## src/rtl/ktde_pkg.sv

```systemverilog
package ktde_pkg;

	localparam int ROOT_STEPS = 32;
	localparam int DIV_STEPS  = 48;

	localparam logic KIND_LOAD  = 1'b0;
	localparam logic KIND_QUERY = 1'b1;

	typedef enum logic [1:0] {
		ADDR_II = 2'd0,
		ADDR_JJ = 2'd1,
		ADDR_IJ = 2'd2
	} addr_sel_t;

	typedef enum logic [1:0] {
		RES_ZERO  = 2'd0,
		RES_DEGEN = 2'd1,
		RES_SAT   = 2'd2,
		RES_ROOT  = 2'd3
	} res_sel_t;

	typedef enum logic {
		SQ_SRC_PROD = 1'b0,
		SQ_SRC_RAD  = 1'b1
	} sq_src_t;

	typedef struct packed {
		logic      capture;
		logic      wr;
		addr_sel_t addr_sel;
		logic      ld_dii;
		logic      ld_djj;
		logic      ld_kij;
		logic      ld_prod;
		logic      ld_rad_raw;
		logic      ld_rad_norm;
		logic      sqrt_start;
		sq_src_t   sqrt_src;
		logic      div_start;
		logic      res_ld;
		res_sel_t  res_sel;
		logic      out_load;
	} cmd_t;

	typedef struct packed {
		logic is_query;
		logic in_range;
		logic prod_nonpos;
		logic sqrt_done;
		logic div_done;
		logic rad_nonpos;
		logic rad_sat;
		logic out_free;
	} stat_t;

endpackage

```

## src/rtl/ktde_ctrl.sv

```systemverilog
module ktde_ctrl (
	input  logic            clk,
	input  logic            arst_n,
	input  logic            s_tvalid,
	output logic            s_tready,
	input  logic            norm,
	input  ktde_pkg::stat_t stat,
	output ktde_pkg::cmd_t  cmd
);
	import ktde_pkg::*;

	typedef enum logic [10:0] {
		ST_IDLE   = 11'b00000000001,
		ST_CHECK  = 11'b00000000010,
		ST_RD_JJ  = 11'b00000000100,
		ST_RD_IJ  = 11'b00000001000,
		ST_MUL    = 11'b00000010000,
		ST_DECIDE = 11'b00000100000,
		ST_SQ_P   = 11'b00001000000,
		ST_DIV    = 11'b00010000000,
		ST_CHK_R  = 11'b00100000000,
		ST_SQ_R   = 11'b01000000000,
		ST_DONE   = 11'b10000000000
	} state_t;

	state_t state_q;
	state_t state_d;

	always_ff @(posedge clk or negedge arst_n) begin
		if (!arst_n) begin
			state_q <= ST_IDLE;
		end else begin
			state_q <= state_d;
		end
	end

	assign s_tready = state_q == ST_IDLE;

	always_comb begin
		state_d  = state_q;
		cmd      = '0;
		cmd.addr_sel = ADDR_IJ;
		cmd.res_sel  = RES_ZERO;
		cmd.sqrt_src = SQ_SRC_PROD;
		case (state_q)
			ST_IDLE: begin
				if (s_tvalid) begin
					cmd.capture = 1'b1;
					state_d = ST_CHECK;
				end
			end
			ST_CHECK: begin
				if (!stat.is_query) begin
					cmd.wr  = stat.in_range;
					state_d = ST_IDLE;
				end else if (!stat.in_range) begin
					cmd.res_ld = 1'b1;
					state_d = ST_DONE;
				end else begin
					cmd.addr_sel = ADDR_II;
					state_d = ST_RD_JJ;
				end
			end
			ST_RD_JJ: begin
				cmd.addr_sel = ADDR_JJ;
				cmd.ld_dii   = 1'b1;
				state_d = ST_RD_IJ;
			end
			ST_RD_IJ: begin
				cmd.ld_djj = 1'b1;
				state_d = ST_MUL;
			end
			ST_MUL: begin
				cmd.ld_kij  = 1'b1;
				cmd.ld_prod = 1'b1;
				state_d = ST_DECIDE;
			end
			ST_DECIDE: begin
				if (!norm) begin
					cmd.ld_rad_raw = 1'b1;
					state_d = ST_CHK_R;
				end else if (stat.prod_nonpos) begin
					cmd.res_ld  = 1'b1;
					cmd.res_sel = RES_DEGEN;
					state_d = ST_DONE;
				end else begin
					cmd.sqrt_start = 1'b1;
					state_d = ST_SQ_P;
				end
			end
			ST_SQ_P: begin
				if (stat.sqrt_done) begin
					cmd.div_start = 1'b1;
					state_d = ST_DIV;
				end
			end
			ST_DIV: begin
				if (stat.div_done) begin
					cmd.ld_rad_norm = 1'b1;
					state_d = ST_CHK_R;
				end
			end
			ST_CHK_R: begin
				cmd.sqrt_src = SQ_SRC_RAD;
				if (stat.rad_nonpos) begin
					cmd.res_ld = 1'b1;
					state_d = ST_DONE;
				end else if (stat.rad_sat) begin
					cmd.res_ld  = 1'b1;
					cmd.res_sel = RES_SAT;
					state_d = ST_DONE;
				end else begin
					cmd.sqrt_start = 1'b1;
					state_d = ST_SQ_R;
				end
			end
			ST_SQ_R: begin
				if (stat.sqrt_done) begin
					cmd.res_ld  = 1'b1;
					cmd.res_sel = RES_ROOT;
					state_d = ST_DONE;
				end
			end
			ST_DONE: begin
				if (stat.out_free) begin
					cmd.out_load = 1'b1;
					state_d = ST_IDLE;
				end
			end
			default: begin
				state_d = ST_IDLE;
			end
		endcase
	end

endmodule

```

## config.mk

```make
export PLATFORM = sky130hd
export DESIGN_NAME = ktde_ctrl
export DESIGN_NICKNAME = d
export VERILOG_FILES = /design/src/rtl/ktde_pkg.sv /design/src/rtl/ktde_ctrl.sv
export SDC_FILE = /design/constraint.sdc
export NUM_CORES = 1
export LEC_CHECK = 0
export BUFFER_PORTS_ARGS = -buffer_cell sky130_fd_sc_hd__buf_2
export CAP_MARGIN = 20
export CELL_PAD_IN_SITES_DETAIL_PLACEMENT = 2
export CELL_PAD_IN_SITES_GLOBAL_PLACEMENT = 2
export CORE_MARGIN = 1
export CORE_UTILIZATION = 30
export CTS_BUF_LIST = sky130_fd_sc_hd__clkbuf_4 sky130_fd_sc_hd__clkbuf_8 sky130_fd_sc_hd__clkbuf_16
export DETAILED_ROUTE_END_ITERATION = 12
export GPL_TIMING_DRIVEN = 0
export HOLD_SLACK_MARGIN = 0.05
export PLACE_DENSITY_LB_ADDON = 0.12
export SYNTH_ARGS = -nofsm -noshare
export SYNTH_HDL_FRONTEND = slang
export SYNTH_SLANG_ARGS = --single-unit
```

## constraint.sdc

```tcl
create_clock -name clk -period 5.2 [get_ports clk]
set_input_delay 1.04 -clock clk [delete_from_list [all_inputs] [get_ports clk]]
set_output_delay 1.04 -clock clk [all_outputs]
set_load 0.05 [all_outputs]
```

### Yosys cells after proc, flatten, opt, wreduce, memory -nomap -nowiden

Cells that the tools add are included.

| operators by class | value |
|---|---|
| equal/unequal tests | 16 |
| multiplexer cells | 46 |
| reductions and logical operators | 1 |

Operators with widths:

| operator | count |
|---|---|
| 2-to-1 mux 11 bit | 11 |
| case mux 11 bit (11 select lines) | 1 |
| 2-to-1 mux 1 bit | 22 |
| 2-to-1 mux 3 bit | 4 |
| equality test 11 x 1 -> 1 bit, second input constant | 1 |
| equality test 11 x 10 -> 1 bit, second input constant | 1 |
| equality test 11 bit, second input constant | 1 |
| equality test 11 x 2 -> 1 bit, second input constant | 1 |
| equality test 11 x 3 -> 1 bit, second input constant | 1 |
| equality test 11 x 4 -> 1 bit, second input constant | 1 |
| equality test 11 x 5 -> 1 bit, second input constant | 1 |
| equality test 11 x 6 -> 1 bit, second input constant | 1 |
| equality test 11 x 7 -> 1 bit, second input constant | 1 |
| equality test 11 x 8 -> 1 bit, second input constant | 1 |
| equality test 11 x 9 -> 1 bit, second input constant | 1 |
| inequality test 2 bit, second input constant | 5 |
| 2-to-1 mux 2 bit | 4 |
| case mux 2 bit (3 select lines) | 1 |
| AND reduction 5 bit | 1 |
| case mux 1 bit (4 select lines) | 1 |
| case mux 2 bit (2 select lines) | 1 |
| case mux 1 bit (2 select lines) | 1 |

| word-level totals | value |
|---|---|
| flip-flop bits (word level) | 11 |
| input port bits | 12 |
| output and inout port bits | 18 |
| word-level logic and storage cells | 64 |

### Longest topological paths before layout

Gate-level depths: netlist (run 1).

| logic depth | value |
|---|---|
| word-level depth | 3 |
| gate-level depth with buffers | 8 |

### Least setup slack after synthesis (run 1)

No wires, ideal clock.

| timing path | value |
|---|---|
| path type | flip-flop to output port |
| start point | register state_q[5] |
| end point | output cmd[11] (netlist bit) |
| arrival time | 3.186 ns |
| required time | 4.160 ns |
| path slack | 0.974 ns |
| cell stages (with the launch flop) | 7 |
| path buffers | 3 |
| path through | dfrtp_1 buf_6 or4_4 buf_6 or4_4 buf_6 nor4_1 |

RTL lines:

| what | line | text |
|---|---|---|
| from (decl) | ktde_ctrl.sv:26 | `state_t state_q;` |
| from (signal assigned) | ktde_ctrl.sv:33 | `state_q <= state_d;` |
| to (decl) | ktde_ctrl.sv:8 | `output ktde_pkg::cmd_t cmd` |

==> impl_metrics.toml, run 1 <==
[sta]
period_share = 0.706
setup_viol = 0
slew_viol_final = 0
hold_slack_ns = 0.622
tightest_slew_ns = 0.535
layout_min_cycle_time_ns = 3.67
slew_headroom = 0.640
clock_skew_ns = 0.00694
final_hold_viol_count = 0
fmax_ghz = 0.272
rsz0062_at_grt = "no"
fin_setup_tns_ns = 0

[power_and_ir_drop]
power.internal_uw = 180
leakage_nw = 0.566
clkPwrFrac = 0.192
p_sw_uw = 155
p_sw_frac = 0.463
comb_power_share = 0.497
ir_drop_v = 0.000306
cellPowerDensity_nw_per_um2 = 309
finalPower_uw = 334
seqPwrFrac = 0.311

[critical_path]
cp.arrival_ns = 2.63
rr_endpoint = "state_q[6]"
ff2ff_setup_slack_ns = 2.78
start_kind = "flip-flop"
crit_fanout = 9
regToRegStartpoint = "state_q[6]"
endpoint_kind = "primary output"
path_class = "flip-flop to primary output"
ff2ff_path_depth = 7
cp.required_ns = 4.16

[cts]
cts_max_level = 1
clockBufferDepth = 2
cts_tree = "yes"
cts.sinks = 11
cts.clk_slew.worst_paths_ns = 0.09
hold_buffers = 0
cts-buffers-inserted = 3
clkLatencyLatePin_ns = 0.28
post-cts-setup-buffers = 0
postCtsResizedCells = 0
cts-root-buf = "clkbuf_4"

[hold_path]
hold_path_class = "input pin to asynchronous set/reset pin"

[die]
die_h_um = 55.9
ios = 30
fp.dieW_um = 55.9
start_util = 0.316
core_region_area_um2 = 2760
rows = 19
die_area_um2 = 3130

[logic_synthesis]
synth_area_per_cell_um2 = 8.72
yosysWarningCount = 0
ys_types = 39
ys_seq_area_frac = 0.317
syn-cell-area_um2 = 872
syn_inst = 100
synth.net_count = 112
ys_ff_latch = 11

[grt]
grt_util_met3 = 0.0279
use_met1 = 0.254
grt_pass1_vias = 880
grt_busiest_layer = "met2"
antenna_found_initial = 0
grt_usage = 0.183
gr-total-overflow = 0
grt_first_pass_wirelength_mm = 4.43
use_met2 = 0.293
grt_max_degree = 12

[final_layout]
nFillCells = 326
antennaDiodeCount = 0
fin_util = 0.393
final_nets = 146
area_delta_synth_final_pct = 24.2
drive_above_1_share = 0.353
largestRegisters = "state_q: 11 flops"
largest_register = "state_q"
largest_register_ffs = 11

[detailed_routing]
wl_mm = 2.63
vias_per_cell = 5.46
ant_nets = 0
drc = 0
drtIter0Drc = 27
vias = 896
dr.pass1.iters = 3
wire_per_inst_um = 16.0

[placement]
dpl.hpwl_mm = 2.04
globalplace.congestion = 0.766
port_buffers = 29

[outcome]
status = "finished clean"

[job]
max-cap-violations = 0
## metal layers
| layer | wire, µm | part of all wire |
|---|---|---|
| met1 | 1310 | 0.50 |
| met2 | 1200 | 0.46 |
| met3 | 89 | 0.034 |
| met4 | 27 | 0.010 |
| met5 | 0 | 0 |
## cells in the mapped netlist
cell      number  area [µm²]
nor2_1         8        30.0
buf_4          1        7.51
nand2b_1       5        31.3
a21boi_2       1        11.3
nor3_1         5        25.0
or3b_2         1        8.76
nor4b_1        2        17.5
nand3_1        3        15.0
buf_6          3        33.8
a21o_1         3        22.5
o311ai_1       1        8.76
and4b_1        2        20.0
nand4_1        3        18.8
o21ai_0        1        5.00
a21oi_1        1        5.00
nor4_1         8        50.1
a311o_1        1        10.0
or4_4          2        22.5
and2_1         3        18.8
o32a_1         2        20.0
o31ai_1        1        7.51
nand4b_1       1        8.76
nand3b_1       1        7.51
a31o_2         1        8.76
buf_2          1        5.00
o221a_2        1        11.3
clkbuf_1       4        15.0
dfstp_2        1        26.3
a31oi_1        1        6.26
o21bai_1       1        7.51
or4_1          3        22.5
and3_1         2        12.5
o21a_1         1        7.51
nor4_2         2        25.0
inv_1          7        26.3
nand2_1        2        7.51
xor2_1         3        26.3
dfrtp_1       10         250
and4_1         1        8.76
## worst max path at each step
stage                           from       to  slack [ns]  cells after the start
after floorplan           state_q[5]  cmd[11]        0.97                      6
final                     state_q[6]  cmd[12]        1.53                      7
after global routing      state_q[0]   cmd[3]        1.38                      6
after global placement    state_q[6]  cmd[12]        1.83                      7
after CTS                 state_q[6]  cmd[12]        1.49                      7
after detailed placement  state_q[6]  cmd[12]        1.81                      7
## through the flow
step | instance area (µm²) | std cells | setup slack [ns]
5_1_grt | 1080 | 164 | 1.38
3_5_place_dp | 1060 | 160 | 1.81
3_3_place_gp | 1060 | 160 | 1.83
2_1_floorplan | 872 | 100 | 0.974
4_1_cts | 1080 | 164 | 1.49
6_report | 1080 | 164 | 1.53
## area by class of cell
cell class              count  area [µm²]  area share
plain buffers               9        61.3      0.0566
clock buffers               3        22.5      0.0208
clock inverters             1        5.00     0.00462
inverters                   7        26.3      0.0242
multi-input cells          73         508       0.469
flip-flops and latches     11         277       0.255
well taps                  31        38.8      0.0358
repair buffers             29         145       0.134
## power by group through the flow
stage / Sequential, mW / Combinational (mW) / Clock [mW]
6_report: 0.104 / 0.166 / 0.0643
5_1_grt: 0.105 / 0.179 / 0.0700
4_1_cts: 0.104 / 0.166 / 0.0670
3_5_place_dp: 0.105 / 0.166 / 0
3_3_place_gp: 0.105 / 0.164 / 0
2_1_floorplan: 0.103 / 0.128 / 0
## placed cells by master, fill, tap and decap left out, drive strengths merged, types with 2 or more instances in the layout
| master | n |
|---|---|
| xor2 | 3 |
| nand3 | 3 |
| nand2 | 2 |
| a21o | 3 |
| nor4b | 2 |
| or4 | 5 |
| and2 | 3 |
| and3 | 2 |
| buf | 34 |
| nor2 | 8 |
| dfrtp | 10 |
| clkbuf | 7 |
| and4b | 2 |
| nand2b | 5 |
| inv | 7 |
| nor3 | 5 |
| nor4 | 10 |
| o32a | 2 |
| nand4 | 3 |
## critical path, cell delays in order (launching register included)
cell and delay [ns]:
dfrtp_1 0.36, clkbuf_1 0.19, or4_4 0.52, buf_6 0.15, or4_4 0.41, buf_6 0.15
nor4_2 0.25, buf_2 0.32
## kinds of logic after synthesis
kind of cell / share of synthesized area
xor+xnor: 0.0301
compound gates: 0.151
simple gates: 0.402
flops: 0.317
buf+inv: 0.100
(Power assumes the default switching activity.)
==> run 2: changes to the inputs <==
--- a/config.mk
+++ b/config.mk
@@ -10,7 +10,7 @@
 export CELL_PAD_IN_SITES_DETAIL_PLACEMENT = 2
 export CELL_PAD_IN_SITES_GLOBAL_PLACEMENT = 2
 export CORE_MARGIN = 1
-export CORE_UTILIZATION = 30
+export CORE_UTILIZATION = 25
 export CTS_BUF_LIST = sky130_fd_sc_hd__clkbuf_4 sky130_fd_sc_hd__clkbuf_8 sky130_fd_sc_hd__clkbuf_16
 export DETAILED_ROUTE_END_ITERATION = 12
 export GPL_TIMING_DRIVEN = 0
==> constraint.sdc (replaced) <==
create_clock -name clk -period 3 [get_ports clk]
set_input_delay 0.6 -clock clk [delete_from_list [all_inputs] [get_ports clk]]
set_output_delay 0.6 -clock clk [all_outputs]
set_load 0.05 [all_outputs]
==> run 2 against run 1 <==
Net effect: power up 89%; critical endpoint is now cmd[16]; design area up 12%; via count up 4.1%; sequential power up 97%; sequential share of layout area down 2.4 points; global-route usage down 0.74 points; count of clock-buffer cells in the layout up 1; flip-flop and latch count unchanged; register-to-register slack worse by 2.1 ns.
==> impl_metrics.toml, run 2 (same netlist as run 1, synthesis figures left out) <==
[outcome]
status = "finished clean"

[die]
ios = 30
rows = 21
fp.dieW_um = 61.1
die_area_um2 = 3730
start_util = 0.261
core_region_area_um2 = 3340
die_h_um = 61.1

[cts]
cts_max_level = 1
clkLatencyLatePin_ns = 0.28
cts.clk_slew.worst_paths_ns = 0.08
cts.sinks = 11
cts-root-buf = "clkbuf_4"
cts-buffers-inserted = 3
clockBufferDepth = 2
cts_tree = "yes"

[detailed_routing]
dr.pass1.iters = 4
drtIter0Drc = 25
ant_nets = 0
vias = 933
wire_per_inst_um = 15.9
vias_per_cell = 5.21
wl_mm = 2.85
drc = 0

[final_layout]
final_common_cell = "buf_2"
final_cell_mix = "buf_2 (23), buf_4 (11), inv_1 (7), dfrtp_1 (7), nor2_1 (6)"
largest_register_ffs = 11
antennaDiodeCount = 0
area_delta_synth_final_pct = 38.9
fin_util = 0.363
final_nets = 146
largest_register = "state_q"
drive_above_1_share = 0.481
largestRegisters = "state_q: 11 flops"
post-route-cell-area_um2 = 1210

[hold_path]
hold_path_class = "input pin to asynchronous set/reset pin"

[sta]
rsz0062_at_grt = "no"
fmax_ghz = 0.350
setup_viol = 0
slew_viol_final = 0
slew_headroom = 0.585
clock_skew_ns = 0.00577
final_hold_viol_count = 0
period_share = 0.952
tightest_slew_ns = 0.617
layout_min_cycle_time_ns = 2.85

[power_and_ir_drop]
comb_power_share = 0.492
power.internal_uw = 342
cellPowerDensity_nw_per_um2 = 521
p_sw_uw = 289
p_sw_frac = 0.458
ir_drop_v = 0.000312
seqPwrFrac = 0.325
clkPwrFrac = 0.183
leakage_nw = 0.580

[critical_path]
cp.arrival_ns = 2.25
regToRegStartpoint = "state_q[4]"
rr_endpoint = "state_q[6]"
crit_fanout = 8
start_kind = "flip-flop"
cp.required_ns = 2.40
ff2ff_setup_slack_ns = 0.73
endpoint_kind = "primary output"
ff2ff_path_depth = 5
path_class = "flip-flop to primary output"

[placement]
dpl.hpwl_mm = 2.23
globalplace.congestion = 0.790
port_buffers = 29
dpl-instance-area_um2 = 1140

[grt]
use_met1 = 0.227
use_met2 = 0.290
grt_max_degree = 12
grt_pass1_vias = 932
antenna_found_initial = 0
grt_first_pass_wirelength_mm = 4.62
grt_util_met3 = 0.0273
grt_usage = 0.176
grt_busiest_layer = "met2"
gr-total-overflow = 0

[job]
max-cap-violations = 0
run 2: per-layer routing:
| layer | part of all wire | vias up |
|---|---|---|
| met5 | 0 | - |
| met3 | 0.027 | 3 |
| met2 | 0.50 | 22 |
| met4 | 0.011 | 0 |
| li1 | - | 445 |
| met1 | 0.46 | 463 |
run 2: stage by stage:
| stage | power [mW] | instances | setup TNS, ns | hold slack [ns] | setup WS, ns |
|---|---|---|---|---|---|
| final | 0.631 | 179 | 0 | 0.180 | 0.145 |
| after global routing | 0.668 | 179 | 0 | 0.195 | 0.0116 |
| after CTS | 0.639 | 179 | -0.0883 | 0.188 | -0.0513 |
| after detailed placement | 0.508 | 175 | -0.00795 | 0.496 | -0.00795 |
| after global placement | 0.503 | 175 | 0 | 0.495 | 0.0242 |
| after floorplan | 0.431 | 100 | -0.657 | 0.304 | -0.231 |
run 2: how the worst max path moves through the flow:
stage,from,endpoint,slack [ns],depth (start not counted)
final,state_q[4],cmd[16],0.15,5
after global routing,state_q[8],cmd[3],0.01,6
after CTS,state_q[4],cmd[12],-0.05,4
after detailed placement,state_q[0],cmd[14],-0.008,7
after global placement,state_q[0],cmd[14],0.02,7
after floorplan,state_q[5],cmd[11],-0.23,6
run 2: power by group through the flow:
stage	logic (mW)	clock network [mW]	registers [mW]
final	0.311	0.115	0.205
after global routing	0.335	0.123	0.210
after CTS	0.314	0.121	0.204
after detailed placement	0.324	0	0.184
after global placement	0.320	0	0.183
after floorplan	0.252	0	0.179
run 2: critical path, cell delays in order (launching register included):
cell	delay, ns
dfrtp_2	0.42
or4_4	0.55
or4_4	0.52
nor2_4	0.15
and2_2	0.15
buf_4	0.19
run 2: layout make-up:
| cell class | count | area (µm²) |
|---|---|---|
| Buffer | 3 | 15.0 |
| Sequential cell | 11 | 280 |
| Multi-Input combinational cell | 73 | 589 |
| Inverter | 7 | 26.3 |
| Tap cell | 46 | 57.6 |
| Timing Repair Buffer | 35 | 213 |
| Clock buffer | 4 | 30.0 |
| Fill cell | 392 | 2130 |
run 2: what timing repair did:
action                                  4_1_cts  5_1_grt
pin swaps                                     4        2
cloned                                        0        0
resized for setup                            14        0
hold buffers                                  0        0
buffers inserted                              6        0
endpoints found under the setup margin       12        5
==> run 3: changes to the inputs <==
--- a/config.mk
+++ b/config.mk
@@ -5,7 +5,7 @@
 export SDC_FILE = /design/constraint.sdc
 export NUM_CORES = 1
 export LEC_CHECK = 0
-export BUFFER_PORTS_ARGS = -buffer_cell sky130_fd_sc_hd__buf_2
+export BUFFER_PORTS_ARGS = -buffer_cell sky130_fd_sc_hd__buf_4
 export CAP_MARGIN = 20
 export CELL_PAD_IN_SITES_DETAIL_PLACEMENT = 2
 export CELL_PAD_IN_SITES_GLOBAL_PLACEMENT = 2
==> run 3 against run 2 <==
Net effect: global-route usage increased by 0.74 points; largest cell class unchanged; critical endpoint is now cmd[12]; combinational power increased by 8.4%; utilization increased by 2.1 points; worst hold slack got worse by 0.035 ns; clock skew increased by 0.0023 ns; critical path type unchanged; maximum frequency decreased by 1.1%.
==> impl_metrics.toml, run 3 (same netlist as run 1, synthesis figures left out) <==
[critical_path]
critPathBufInv = 1
cp.arrival_ns = 2.29
cp.required_ns = 2.40
ff2ff_path_depth = 6
crit_fanout = 8
cpMaxStageDelayCell = "or4_4"
ff2ff_setup_slack_ns = 0.83
regToRegStartpoint = "state_q[4]"
path_class = "flip-flop to primary output"
start_kind = "flip-flop"
endpoint_kind = "primary output"
rr_endpoint = "state_q[6]"
cpMostUsedCell = "or4_4"
crit_path_cell_trace = "or4_4, or4_4, nor4_4, buf_6"
max_stage_delay_ns = 0.56
critPathTopFamily = "simple AND/OR/NAND/NOR gates"

[die]
core_region_area_um2 = 3340
rows = 21
die_h_um = 61.1
ios = 30
fp.dieW_um = 61.1
start_util = 0.261
die_area_um2 = 3730

[grt]
grt_usage = 0.183
grt_first_pass_wirelength_mm = 4.79
grt_pass1_vias = 923
antenna_found_initial = 0
gr-total-overflow = 0
grt_max_degree = 12

[detailed_routing]
routed.top_layer = "met4"
vias = 947
wl_mm = 3.00
met2_length_mm = 1.53
drc = 0
drtIter0Drc = 20
wire_per_inst_um = 16.6
vias_per_cell = 5.26
met3_length_um = 148
dr.pass1.iters = 4
drt-met1-wl_mm = 1.29
ant_nets = 0

[placement]
place_ws_ns = 0.0119
globalplace.congestion = 0.777
dpl.hpwl_mm = 2.24
post-place-cells = 175
port_buffers = 29

[sta]
slew_headroom = 0.599
tightest_slew_ns = 0.596
slew_viol_final = 0
fmax_ghz = 0.347
layout_min_cycle_time_ns = 2.89
period_share = 0.962
fin_setup_tns_ns = 0
clock_skew_ns = 0.00803
final_hold_viol_count = 0
setup_viol = 0
rsz0062_at_grt = "no"
setup_slack_ns = 0.115

[power_and_ir_drop]
power.internal_uw = 360
p_sw_frac = 0.453
cellPowerDensity_nw_per_um2 = 513
clkPwrFrac = 0.174
finalPower_uw = 658
leakage_nw = 0.601
seqPwrFrac = 0.313
ir_drop_v = 0.000343
p_sw_uw = 298
comb_power_share = 0.513

[final_layout]
largest_register = "state_q"
area_delta_synth_final_pct = 47.1
largestRegisters = "state_q: 11 flops"
drive_above_1_share = 0.500
final_nets = 147
final_cell_mix = "buf_4 (35), inv_1 (7), dfrtp_1 (7), nor2_1 (6), nand2b_1 (5)"
antennaDiodeCount = 0
largest_register_ffs = 11
fin_util = 0.384
final_cells = 180
final_common_cell = "buf_4"

[outcome]
status = "finished clean"

[cts]
cts_max_level = 1
clockBufferDepth = 2
cts-buffers-inserted = 3
cts.clk_slew.worst_paths_ns = 0.08
cts_tree = "yes"
cts-root-buf = "clkbuf_4"
cts.sinks = 11
hold_buffers = 0
clkLatencyLatePin_ns = 0.28

[hold_path]
hold_path_class = "input pin to asynchronous set/reset pin"

[job]
max-cap-violations = 0
==> run 3: changes by cell type in the layout (fill, tap and decap cells not counted) <==
cell,before,now
buf_4,11,35
clkbuf_1,2,1
nor3_1,3,2
buf_2,23,0
clkbuf_2,0,1
nor3_2,2,3
==> run 3: worst reg2reg max path, stage by stage, from the launching register on <==
cell	delay, ns
dfrtp_2	0.41
or4_4	0.56
buf_4	0.18
or4_1	0.51
o221a_2	0.16
o31ai_1	0.12
a21o_1	0.18
==> run 3: area by class of cell <==
| type | instances | area, µm² |
|---|---|---|
| timing repair buffer | 36 | 278 |
| clock buffer | 4 | 30.0 |
| multi-input combinational | 73 | 594 |
| tap | 46 | 57.6 |
| fill | 394 | 2050 |
| inverter | 7 | 26.3 |
| buffer | 3 | 16.3 |
| sequential | 11 | 280 |
==> run 3: worst max path at each step <==
stage,from,to,slack [ns],cells after the start
finish,state_q[4],cmd[12],0.11,4
global route,state_q[4],cmd[3],0.03,6
CTS,state_q[4],cmd[12],-0.1,4
detailed placement,state_q[0],cmd[14],0.01,7
global placement,state_q[0],cmd[14],0.04,7
floorplan,state_q[5],cmd[11],-0.23,6
==> run 3: per-stage QoR <==
step | hold slack, ns | instance area [µm²]
final | 0.145 | 1280
after global placement | 0.449 | 1210
after floorplan | 0.304 | 938
after CTS | 0.138 | 1280
after global routing | 0.138 | 1280
after detailed placement | 0.448 | 1210
==> run 3: layer usage <==
layer  up-vias  track usage
met5         -            0
met4         0       0.0779
met3         2       0.0189
met2        29        0.309
met1       467        0.239
li1        449            -
==> run 3: power groups by stage <==
stage               clock network, mW  logic [mW]  registers, mW
global route                    0.124       0.361          0.210
CTS                             0.121       0.334          0.205
detailed placement                  0       0.341          0.184
finish                          0.115       0.337          0.206
floorplan                           0       0.252          0.179
global placement                    0       0.335          0.183
==> run 3: timing repair <==
| item | in CTS | in global routing |
|---|---|---|
| endpoints found under the hold margin | 0 | 0 |
| endpoints found under the setup margin | 10 | 6 |
| pin swaps | 4 | 2 |
| setup buffers | 7 | 0 |
| gates resized for setup | 8 | 3 |
